[config.mk]
export PLATFORM = sky130hd
export DESIGN_NAME = rpn_divsqrt
export DESIGN_NICKNAME = d
export VERILOG_FILES = /design/src/sv/rpn_pkg.sv /design/src/sv/rpn_divsqrt.sv
export SDC_FILE = /design/constraint.sdc
export NUM_CORES = 1
export LEC_CHECK = 0
export BUFFER_PORTS_ARGS = -buffer_cell sky130_fd_sc_hd__buf_2
export CAP_MARGIN = 10
export CORE_ASPECT_RATIO = 1.5
export CORE_MARGIN = 2
export CORE_UTILIZATION = 50
export CTS_BUF_LIST = sky130_fd_sc_hd__clkbuf_16
export CTS_CLUSTER_DIAMETER = 120
export CTS_CLUSTER_SIZE = 12
export DETAILED_ROUTE_END_ITERATION = 7
export PLACE_DENSITY = 0.69
export SLEW_MARGIN = 25
export SYNTH_ARGS = -nofsm -noshare
export SYNTH_HDL_FRONTEND = slang
export SYNTH_SLANG_ARGS = --single-unit
[constraint.sdc]
create_clock -name i_clk -period 4.1 [get_ports i_clk]
set_clock_uncertainty 0.1 [all_clocks]
set_input_delay 0.82 -clock i_clk [delete_from_list [all_inputs] [get_ports i_clk]]
set_output_delay 0.82 -clock i_clk [all_outputs]
set_load 0.02 [all_outputs]
[src/sv/rpn_pkg.sv]
// shared types and constants for the rpn stack statistics engine
package rpn_pkg;

    // command codes
    localparam logic [2:0] CMD_PUSH  = 3'd0;
    localparam logic [2:0] CMD_POP   = 3'd1;
    localparam logic [2:0] CMD_CLEAR = 3'd2;
    localparam logic [2:0] CMD_DROP  = 3'd3;
    localparam logic [2:0] CMD_PICK  = 3'd4;
    localparam logic [2:0] CMD_SUM   = 3'd5;
    localparam logic [2:0] CMD_AVG   = 3'd6;
    localparam logic [2:0] CMD_STD   = 3'd7;

    localparam logic [63:0] SMAX = 64'h7FFF_FFFF_FFFF_FFFF;
    localparam logic [63:0] SMIN = 64'h8000_0000_0000_0000;

    // shared unit operations
    localparam logic [1:0] OP_DIV  = 2'd0;
    localparam logic [1:0] OP_SQRT = 2'd1;

    // request to the iterative divide / square root unit
    typedef struct packed {
        logic        start;
        logic [1:0]  op;
        logic [63:0] a;
        logic [63:0] b;
    } t_unit_req;

    typedef struct packed {
        logic        done;
        logic [63:0] res;
    } t_unit_rsp;

    // saturating signed add
    function automatic logic [63:0] sat_add(input logic [63:0] a, input logic [63:0] b);
        logic [63:0] r;
        r = a + b;
        if (a[63] == b[63] && r[63] != a[63])
            return a[63] ? SMIN : SMAX;
        return r;
    endfunction

    // saturating signed subtract
    function automatic logic [63:0] sat_sub(input logic [63:0] a, input logic [63:0] b);
        logic [63:0] r;
        r = a - b;
        if (a[63] != b[63] && r[63] != a[63])
            return a[63] ? SMIN : SMAX;
        return r;
    endfunction

    function automatic logic [63:0] mag(input logic [63:0] v);
        return v[63] ? (64'd0 - v) : v;
    endfunction

endpackage

[src/sv/rpn_divsqrt.sv]
// iterative unsigned divide and bit-by-bit square root, one bit per cycle
module rpn_divsqrt
    import rpn_pkg::*;
(
    input  logic      i_clk,
    input  logic      i_rst_n,
    input  t_unit_req i_req,
    output t_unit_rsp o_rsp
);
    logic         r_busy, n_busy;
    logic [1:0]   r_op, n_op;
    logic [6:0]   r_cnt, n_cnt;
    logic [127:0] r_num, n_num;
    logic [63:0]  r_den, n_den;
    logic [65:0]  r_rem, n_rem;
    logic [63:0]  r_q, n_q;
    logic         r_done, n_done;
    logic [65:0]  w_try;
    logic [65:0]  w_trial;

    always_comb begin
        n_busy = r_busy;
        n_op   = r_op;
        n_cnt  = r_cnt;
        n_num  = r_num;
        n_den  = r_den;
        n_rem  = r_rem;
        n_q    = r_q;
        n_done = 1'b0;
        w_try  = '0;
        w_trial = '0;
        if (i_req.start) begin
            n_busy = 1'b1;
            n_op   = i_req.op;
            n_cnt  = 7'd0;
            n_rem  = '0;
            n_q    = '0;
            n_den  = i_req.b;
            // square root takes v*2^32 as a 128-bit word, two bits a step
            n_num  = (i_req.op == OP_SQRT) ? {32'd0, i_req.a, 32'd0} : {i_req.a, 64'd0};
        end else if (r_busy) begin
            // restoring step
            if (r_op == OP_SQRT) begin
                w_try   = {r_rem[63:0], r_num[127:126]};
                w_trial = {r_q, 2'b01};
                n_num   = {r_num[125:0], 2'b00};
                if (w_try >= w_trial) begin
                    n_rem = w_try - w_trial;
                    n_q   = {r_q[62:0], 1'b1};
                end else begin
                    n_rem = w_try;
                    n_q   = {r_q[62:0], 1'b0};
                end
            end else begin
                w_try = {r_rem[64:0], r_num[127]};
                n_num = {r_num[126:0], 1'b0};
                if (w_try >= {2'b00, r_den}) begin
                    n_rem = w_try - {2'b00, r_den};
                    n_q   = {r_q[62:0], 1'b1};
                end else begin
                    n_rem = w_try;
                    n_q   = {r_q[62:0], 1'b0};
                end
            end
            n_cnt = r_cnt + 7'd1;
            if (r_cnt == 7'd63) begin
                n_busy = 1'b0;
                n_done = 1'b1;
            end
        end
    end

    always_ff @(posedge i_clk) begin
        if (!i_rst_n) begin
            r_busy <= 1'b0;
            r_done <= 1'b0;
        end else begin
            r_busy <= n_busy;
            r_done <= n_done;
        end
        r_op  <= n_op;
        r_cnt <= n_cnt;
        r_num <= n_num;
        r_den <= n_den;
        r_rem <= n_rem;
        r_q   <= n_q;
    end

    assign o_rsp.done = r_done;
    assign o_rsp.res  = r_q;

    // a result only follows a run
    assert property (@(posedge i_clk) disable iff (!i_rst_n) r_done |-> !r_busy)
        else $error("divsqrt done while busy");
    assert property (@(posedge i_clk) disable iff (!i_rst_n)
        (r_busy && r_cnt == 7'd63 && !i_req.start) |=> r_done)
        else $error("divsqrt missed done");
    assert property (@(posedge i_clk) disable iff (!i_rst_n) $rose(r_busy) |-> r_cnt == 7'd0)
        else $error("divsqrt bad start count");
endmodule

== Word level (Yosys, flattened, before mapping) ==
Index checks and enable logic that the tools add are counted.

* Register bits: 332
* Latch bits: 0
* RAM bits: 0
* Memory bits (read-only): 0
* Input bits: 133
* Output and inout bits: 65
* Logic and storage cells: 34
* Memories: 0

* Add/subtract/negate cells: 3
* $mul: 0
* Div/mod/pow operators: 0
* Order comparisons: 2
* Eq/ne operators: 3
* Shift operators: 0
* Muxes and demuxes: 14
* Bitwise gates (word level): 2
* Reductions and logical operators: 2

{| class="wikitable"
|+ Operator list
! cell !! number
|-
| 128-bit two-way mux || 4
|-
| 65-bit two-way mux || 3
|-
| 66-bit by 64-bit >= comparator with 1-bit output || 1
|-
| 66-bit >= comparator || 1
|-
| 65-bit by 64-bit subtractor with 65-bit output || 1
|-
| 65-bit subtractor || 1
|-
| 7-bit by 1-bit adder with 7-bit output, second input constant || 1
|-
| 7-bit by 6-bit == test with 1-bit output, second input constant || 1
|-
| 1-bit two-way mux || 7
|-
| 2-bit by 1-bit == test with 1-bit output, second input constant || 2
|-
| 3-bit OR reduction || 1
|-
| 1-bit inverter || 2
|-
| 2-bit nonzero test || 1
|}

== Logic depth before layout (Yosys ltp) ==
Gate-level depths: netlist of run 1.

* Depth in word-level cells: 4
* Depth in mapped cells: 18
* Depth with buffers taken out: 15

== Worst setup path after synthesis of run 1 ==
Ideal clock, no wire load.

* Path kind: input to register
* Start: input port i_req[130] (netlist bit)
* End: register r_num[100] (enable)
* Setup time: 450 ps
* Arrival: 3221 ps
* Data required time: 3550 ps
* Path slack: 329 ps
* Stages: 4
* Path buffers: 2
* Cells stage by stage: clkbuf_1 -> nor2_1 -> clkbuf_1 -> inv_1

* Cells in the longest elaborated chain, start to end: 1

{| class="wikitable"
|+ Ends and longest elaborated chain
! what !! RTL line !! text
|-
| start: declaration || rpn_divsqrt.sv:7 || <nowiki>input t_unit_req i_req,</nowiki>
|-
| 2-bit nonzero test (no source line) || -- ||
|-
| end signal: assignment || rpn_divsqrt.sv:83 || <nowiki>r_num <= n_num;</nowiki>
|-
| end: declaration || rpn_divsqrt.sv:13 || <nowiki>logic [127:0] r_num, n_num;</nowiki>
|}

No other way between the ends.
A chain may end at the register's enable or synchronous reset.

== Final worst setup path of run 1 ==
* Start: register r_num[127]
* End: register r_rem[52]

* Cells in the longest elaborated chain, start to end: 3
* Elaborated cells on any way between the ends: 7
* Those cells by class: add/sub: 2; order compare: 2; mux: 3

{| class="wikitable"
|+ Ends and longest elaborated chain
! what !! RTL line !! text
|-
| 65-bit by 64-bit subtractor with 65-bit output (tied with other cells) || rpn_divsqrt.sv:58 || <nowiki>n_rem = w_try - {2'b00, r_den};</nowiki>
|-
| 65-bit two-way mux, on equally long branches || rpn_divsqrt.sv:57, rpn_divsqrt.sv:47 ||
|-
| 65-bit two-way mux * || rpn_divsqrt.sv:43 || <nowiki>if (r_op == OP_SQRT) begin</nowiki>
|-
| end signal: assignment || rpn_divsqrt.sv:85 || <nowiki>r_rem <= n_rem;</nowiki>
|-
| end: declaration || rpn_divsqrt.sv:15 || <nowiki>logic [65:0] r_rem, n_rem;</nowiki>
|}

Mark *: on every way between the ends. The rest lies on a longest branch, timed or not.

==> key figures, run 1 <==
Detailed routing
  – Number of DRC markers in iteration 0: ~1600
  – Vias/cell: 6.203
  – Via count: approximately 21000
  – First-pass DRT Iterations: 6
  – WL/cell: around 21 um
  – Drt total wl: 70.53 mm
  – Detail Route Antenna Nets: 0
  – DR DRC count: 0

Synth
  – EDFF count, synth: 162
  – Syn Area/Cell: 8.385 sq um
  – Post-Syn Area: roughly 0.022 sq mm
  – Yosys reg bits: 300
  – Yosys cell types: 89
  – Cells after synthesis: 2627
  – Syn nets: 2892
  – Ys async rst share: 0
  – Most used flip-flop cell after synthesis: edfxtp_1
  – Register area share after synthesis: 0.3463
  – Syn. warnings: 0

Global route
  – Total Routing Usage GR: 0.2967
  – Vias in the first global route: 20570
  – Gr busiest metal: met2
  – Initial antenna violation count: 1
  – Pin count of the biggest net entering global routing: 134
  – Met3 usage: 0.04443
  – Met1 usage: 0.3291
  – Overflow after GRT: 0
  – First-pass GRT wire length: approximately 110 mm
  – Met2 usage: 0.5366

Pwr
  – Comb pwr share: 0.467
  – Part of the power in registers: 0.321
  – Leak: 10.43 nW
  – Clock share of power: 0.212
  – Peak supply drop: 0.0003017 V
  – Power Internal: 6.780 mW
  – Sw Share: 0.4078
  – Switch Pwr: 4.668 mW
  – Power Density: about 460 mW/mm^2

Die
  – Initial Util: 0.5048
  – # IOs: 198
  – Die Width: 175.4 um
  – Core ar.: 0.04363 sq mm
  – Std-Cell Rows: 94
  – Die Ht: 261.1 um
  – Die area: 0.04578 sq mm

Timing
  – Final Hold Fails: 0
  – Final setup violation count: 0
  – Final Critical Period: 3.959 ns
  – Fin worst setup slack: around 0.14 ns
  – Max-slew violations: 0
  – Worst-margin pin slew: about 0.92 ns
  – Maximum clock rate: 252.6 MHz
  – Fin crit share: 0.9655
  – Slew margin rel.: 0.3808
  – WHS: 0.3057 ns

Worst hold path
  – Start point of the worst hold path: i_req[41]
  – Tightest Hold Check Type: primary input to flip-flop

Critical path
  – Worst Setup Start Kind: flip-flop
  – FF-to-FF Start: r_num[127]$_DFFE_PP_
  – Critical path's slowest cell: o21ai_1
  – Setup crit start: r_num[127]$_DFFE_PP_
  – Critical path's largest stage delay: 0.44 ns
  – CP Class: flip-flop to flip-flop
  – Critical Path Sink Type: flip-flop
  – Arr. time, crit path: 4.36 ns
  – Crit Path Max Fanout: 6
  – CP required: 4.50 ns
  – Worst-path cell chain: inv_1 > buf_4 > ha_1 > nand2b_1 > a211oi_2 > o21ai_1 > o21ai_1 > a221o_1 > a21oi_1 > o221a_2 > o31ai_1 > xor2_1 > a22oi_1 > a311oi_1
  – CP most frequent cell: o21ai_1

Run status
  – Status: complete, no violations

Job
  – Max-cap violation count: 0

Final layout
  – Commonest non-fill, non-tap cell in the layout: nand2_1
  – Area added between synthesis and finish: 12.49%
  – Fillers: a little over 4000
  – N_diodes: 0
  – Commonest cells after routing, fill and taps aside: nand2_1 (288), a21oi_1 (198), inv_1 (197)
  – Share of layout cells above drive strength 1: 0.1322
  – Final nets: 3036
  – Final Util: 0.5678

Clock network
  – Latest clock arrival within the worst-skew pair: 0.59 ns
  – Clk buf depth: 3
  – CTS tree: yes
  – Root buffer cell: clkbuf_16
  – Number of hold buffers added after CTS: 0
  – Num CTS Buffers: 28
  – CTS Sinks: 300
  – Clk slew on worst S/H paths: roughly 0.070 ns
  – Htree depth: 1

Place
  – Post-Place Worst Slack: between 0.1 and 0.15 ns
  – Final Wtd Congestion: 0.9788
  – IO Port Bufs: between 150 and 200
  – Detailed Place HPWL: 52.69 mm
[final timing paths]
path,slack [ns],depth (start not counted),end
setup / recovery,0.14,14,r_rem[52]$_SDFFE_PP0P_
hold / removal,0.31,1,r_den[41]$_DFFE_PP_
setup reg to reg,0.14,14,r_rem[52]$_SDFFE_PP0P_
hold reg to reg,0.40,1,r_rem[64]$_SDFFE_PP0P_
[power by group through the flow]
stage | clock [mW] | sequential, mW | combinational [mW]
6_report | 2.43 | 3.68 | 5.34
2_1_floorplan | 0 | 3.66 | 3.64
4_1_cts | 2.48 | 3.67 | 5.09
5_1_grt | 2.57 | 3.70 | 5.78
3_3_place_gp | 0 | 3.73 | 5.01
3_5_place_dp | 0 | 3.74 | 5.06
[worst max-delay path, delay by kind of cell, from the launching register on]
kind	cells	cell delay [ns]
adders and majority gates	1	0.22
xor gates and xnor gates	1	0.22
and+or+nand+nor	1	0.19
AOI/OAI and AO/OA	9	2.58
buffers and inverters	2	0.21
DFF	1	0.36
[cell families after synthesis]
logic type / count (synthesis) / share of synthesized area
compound gates: 813 / 0.2447
simple gates: 775 / 0.1623
flops: 300 / 0.3463
fa+ha+maj: 132 / 0.07532
mux: 135 / 0.06141
xor+xnor: 120 / 0.04772
buf+inv: 352 / 0.06232
[stage by stage]
| stage | instance area [sq um] | cells | TNS, ns | power (mW) |
|---|---|---|---|---|
| 2_1_floorplan | 22030 | 2627 | 0 | 7.292 |
| 3_3_place_gp | 23780 | 3308 | 0 | 8.744 |
| 3_5_place_dp | 23790 | 3308 | 0 | 8.798 |
| 4_1_cts | 24590 | 3359 | 0 | 11.24 |
| 5_1_grt | 24780 | 3368 | -0.1031 | 12.05 |
| 6_report | 24780 | 3368 | 0 | 11.45 |
[repair_timing]
item                                    4_1_cts  5_1_grt
endpoints found under the setup margin        0       48
buffers inserted                              0        5
resized for setup                             0       17
[layer usage]
metal | vias to the layer above | wire [um]
li1 | 9904 | -
met1 | 9896 | 26470
met2 | 845 | 35010
met5 | - | 13
met3 | 245 | 4355
met4 | 2 | 4682
[state kept, by name (all words and copies together) (netlist names)]
signal and flops:
r_q 64, r_den 64, r_done 1, r_num 96, r_busy 1, r_op 2, r_rem 65, r_cnt 7
[synth_stat cells, drive strengths merged (48+ instances only)]
cell type  number  area [sq um]
nand2         290          1094
a21oi         202          1018
nor2          178         668.1
inv           177         664.4
o21ai         177         893.4
edfxtp        162          4865
dfxtp         138          2763
mux2i         134          1341
ha            131          1639
clkbuf        127         479.2
nand3         106         535.5
o211ai         79         598.1
xnor2          76         665.6
a21o           55         412.9
nand4          53         331.6
a31oi          52         325.3
a211oi         51         392.9
buf            48         229.0
[area by class of cell]
class	instances	area [sq um]	area share
Tap cell	576	720.7	0.02909
Clock buffer	28	700.7	0.02828
Timing Repair Buffer	288	1817	0.07332
Sequential cell	300	7631	0.3080
Multi-Input combinational cell	1976	13140	0.5305
Inverter	177	665.6	0.02686
Clock inverter	23	98.84	0.003989
(Power assumes the default switching activity.)
==> run 2, diff against run 1 <==
--- a/config.mk
+++ b/config.mk
@@ -7,14 +7,17 @@
 export LEC_CHECK = 0
 export BUFFER_PORTS_ARGS = -buffer_cell sky130_fd_sc_hd__buf_2
 export CAP_MARGIN = 10
+export CELL_PAD_IN_SITES_DETAIL_PLACEMENT = 2
+export CELL_PAD_IN_SITES_GLOBAL_PLACEMENT = 2
 export CORE_ASPECT_RATIO = 1.5
 export CORE_MARGIN = 2
-export CORE_UTILIZATION = 50
+export CORE_UTILIZATION = 37
 export CTS_BUF_LIST = sky130_fd_sc_hd__clkbuf_16
 export CTS_CLUSTER_DIAMETER = 120
 export CTS_CLUSTER_SIZE = 12
 export DETAILED_ROUTE_END_ITERATION = 7
-export PLACE_DENSITY = 0.69
+export PLACE_DENSITY_LB_ADDON = 0.1
+export SETUP_SLACK_MARGIN = 0.1
 export SLEW_MARGIN = 25
 export SYNTH_ARGS = -nofsm -noshare
 export SYNTH_HDL_FRONTEND = slang
==> run 2 against run 1 <==
Effect of this change:
- clock power increased by 5%
- worst setup slack worse by 0.026 ns
- critical path depth stayed put
- die area grew 34%
- first-iteration DRC count is 51% lower
- design area rose by 4.4%
- sequential power hardly changed
- count of clock-buffer cells in the layout increased by 1
==> key figures, run 2 (synthesis gave the netlist of run 1 again) <==
Critical path
  – FF-to-FF path depth: 14
  – Critical path's slowest cell: or4_4
  – CP required: roughly 4.5 ns
  – FF-to-FF Start: r_rem[46]$_SDFFE_PP0P_
  – Crit Path Max Fanout: 24
  – Worst Path Buf+Inv: 2
  – Largest delay contributor family on the critical path: simple AND/OR/NAND/NOR gates
  – Worst Setup Start Kind: flip-flop
  – Flop2flop setup slack: 0.11 ns
  – Critical path's largest stage delay: slightly below 0.6 ns
  – CP Class: flip-flop to flip-flop
  – Crit path to: r_rem[61]$_SDFFE_PP0P_
  – Reg2reg end: r_rem[61]$_SDFFE_PP0P_
  – Worst-path cell chain: ha_4 > nand2_2 > or3_4 > nor3_4 > nand4_1 > or4_4 > o211ai_2 > a41oi_4 > buf_4 > buf_16 > nand3_2 > nand3_1 > o41ai_1 > o211ai_1
  – Worst path depth: 14
  – Critical Path Sink Type: flip-flop
  – Arr. time, crit path: 4.36 ns
  – Setup crit start: r_rem[46]$_SDFFE_PP0P_

Die
  – Die Ht: 302.8 um
  – Std-Cell Rows: roughly 110
  – Die Width: 203.2 um
  – Die area: slightly above 0.06 sq mm
  – Initial Util: 0.3739
  – # IOs: 198
  – Core ar.: around 0.06 sq mm

Pwr
  – PnR Total Power: between 10 and 15 mW
  – Peak supply drop: 0.0004091 V
  – Power Density: 475.0 mW/mm^2
  – Leak: 10.83 nW

Place
  – Placed Cells incl. Taps: 3563
  – Detailed Place HPWL: 70.89 mm
  – Cell area after placement: between 0.02 and 0.025 sq mm
  – Final Wtd Congestion: between 0.9 and 1
  – IO Port Bufs: 197

Timing
  – Worst-margin pin slew: 1.058 ns
  – Setup TNS Final: 0 ns
  – Max-slew violations: 0
  – Maximum clock rate: 250.9 MHz
  – Final setup violation count: 0
  – Fin crit share: 0.9720
  – Final Hold Fails: 0
  – RSZ-0062 raised after global routing: true
  – Final Critical Period: 3.985 ns
  – Slew margin rel.: 0.2940

Run status
  – Status: complete, no violations

Detailed routing
  – Vias/cell: 5.885
  – DR DRC count: 0
  – Number of DRC markers in iteration 0: 780
  – Drt total wl: 92.62 mm
  – Detail Route Antenna Nets: 0
  – First-pass DRT Iterations: 6
  – WL/cell: around 25 um
  – Via count: 21420

Clock network
  – Root buffer cell: clkbuf_16
  – Clk buf depth: 3
  – Num CTS Buffers: 28
  – CTS Sinks: 300
  – Clk slew on worst S/H paths: 0.09 ns
  – CTS tree: yes
  – Htree depth: 1
  – Latest clock arrival within the worst-skew pair: 0.61 ns

Final layout
  – Commonest non-fill, non-tap cell in the layout: nand2_1
  – Finished layout cell area: 0.02587 sq mm
  – Most flop-heavy register: r_num
  – Final nets: 3104
  – Non-filler instance count after layout: 3640
  – Commonest cells after routing, fill and taps aside: nand2_1 (287), inv_1 (197), buf_2 (196)
  – Area added between synthesis and finish: 17.47%
  – Largest regs: r_num (96), r_rem (65)
  – Share of layout cells above drive strength 1: 0.1664
  – Max reg flops: 96

Global route
  – Vias in the first global route: roughly 24000
  – Total Routing Usage GR: 0.2967
  – First-pass GRT wire length: approximately 140 mm
  – Initial antenna violation count: 3
  – Pin count of the biggest net entering global routing: 192
  – Overflow after GRT: 0

Job
  – Max-cap violation count: 0

Worst hold path
  – Tightest Hold Check Type: primary input to flip-flop
==> run 2: cell types whose count changed in the layout (fill, tap and decap cells not counted), moves of 4 or more <==
cell / previous run / this run
a211oi_1: 49 / 44
a21oi_1: 198 / 194
a21oi_2: 3 / 7
buf_4: 80 / 142
dfxtp_1: 137 / 133
dfxtp_2: 0 / 4
ha_1: 131 / 124
ha_2: 0 / 4
==> run 2: final cells by class <==
class,count,area (sq um)
sequential,300,7636
fill,6727,33040
clock inverter,22,82.58
clock buffer,29,725.7
antenna,3,7.507
inverter,177,666.9
multi-input combinational,1975,13360
timing repair buffer,357,2421
tap,777,972.2
==> run 2: how the worst min path moves through the flow <==
stage                     cells after the start  slack (ns)                   from                     to
after floorplan                               2        0.36  r_cnt[5]$_SDFFE_PP0P_  r_cnt[5]$_SDFFE_PP0P_
after global placement                        2        0.37  r_cnt[6]$_SDFFE_PP0P_  r_cnt[6]$_SDFFE_PP0P_
after detailed placement                      2        0.39  r_cnt[6]$_SDFFE_PP0P_  r_cnt[6]$_SDFFE_PP0P_
after CTS                                     1        0.25              i_req[52]    r_den[52]$_DFFE_PP_
after global routing                          1        0.27              i_req[52]    r_den[52]$_DFFE_PP_
final                                         1        0.28              i_req[52]    r_den[52]$_DFFE_PP_
==> run 2: per-stage QoR <==
stage	utilization	hold WS (ns)	setup WS, ns
2_1_floorplan	-	0.3580	0.3290
3_3_place_gp	0.4154	0.3690	0.02172
3_5_place_dp	0.4155	0.3946	-0.1105
4_1_cts	0.4341	0.2500	0.0005964
5_1_grt	0.4391	0.2658	0.04939
6_report	0.4392	0.2767	0.1149
==> run 2: worst register-to-register path: stages, from the launching register on <==
cell	delay [ns]
dfxtp_1	0.41
ha_4	0.36
nand2_2	0.11
or3_4	0.41
nor3_4	0.26
nand4_1	0.28
or4_4	0.59
o211ai_2	0.13
a41oi_4	0.07
buf_4	0.21
buf_16	0.17
nand3_2	0.09
nand3_1	0.11
o41ai_1	0.42
o211ai_1	0.14
==> run 2: where the power goes <==
| group | internal [mW] | leakage [nW] | switching [mW] |
|---|---|---|---|
| sequential | 3.46 | 2.76 | 0.241 |
| clock | 1.26 | 0.475 | 1.30 |
| combinational | 2.36 | 7.60 | 3.67 |
==> run 2: metal layers <==
layer,GRT usage,part of all wire,routed length [um],vias to the layer above
li1,-,-,-,10030
met1,0.3103,0.37,34230,10730
met2,0.5800,0.54,49960,455
met3,0.03426,0.034,3129,210
met4,0.1472,0.057,5295,2
met5,0,0.00012,11,-
==> run 2: repair_timing <==
item / in CTS / in global routing
pin swaps: 6 / 13
cloned: 4 / 0
endpoints found under the setup margin: 65 / 62
setup buffers: 8 / 11
hold buffers: 0 / 0
gates resized for setup: 28 / 45
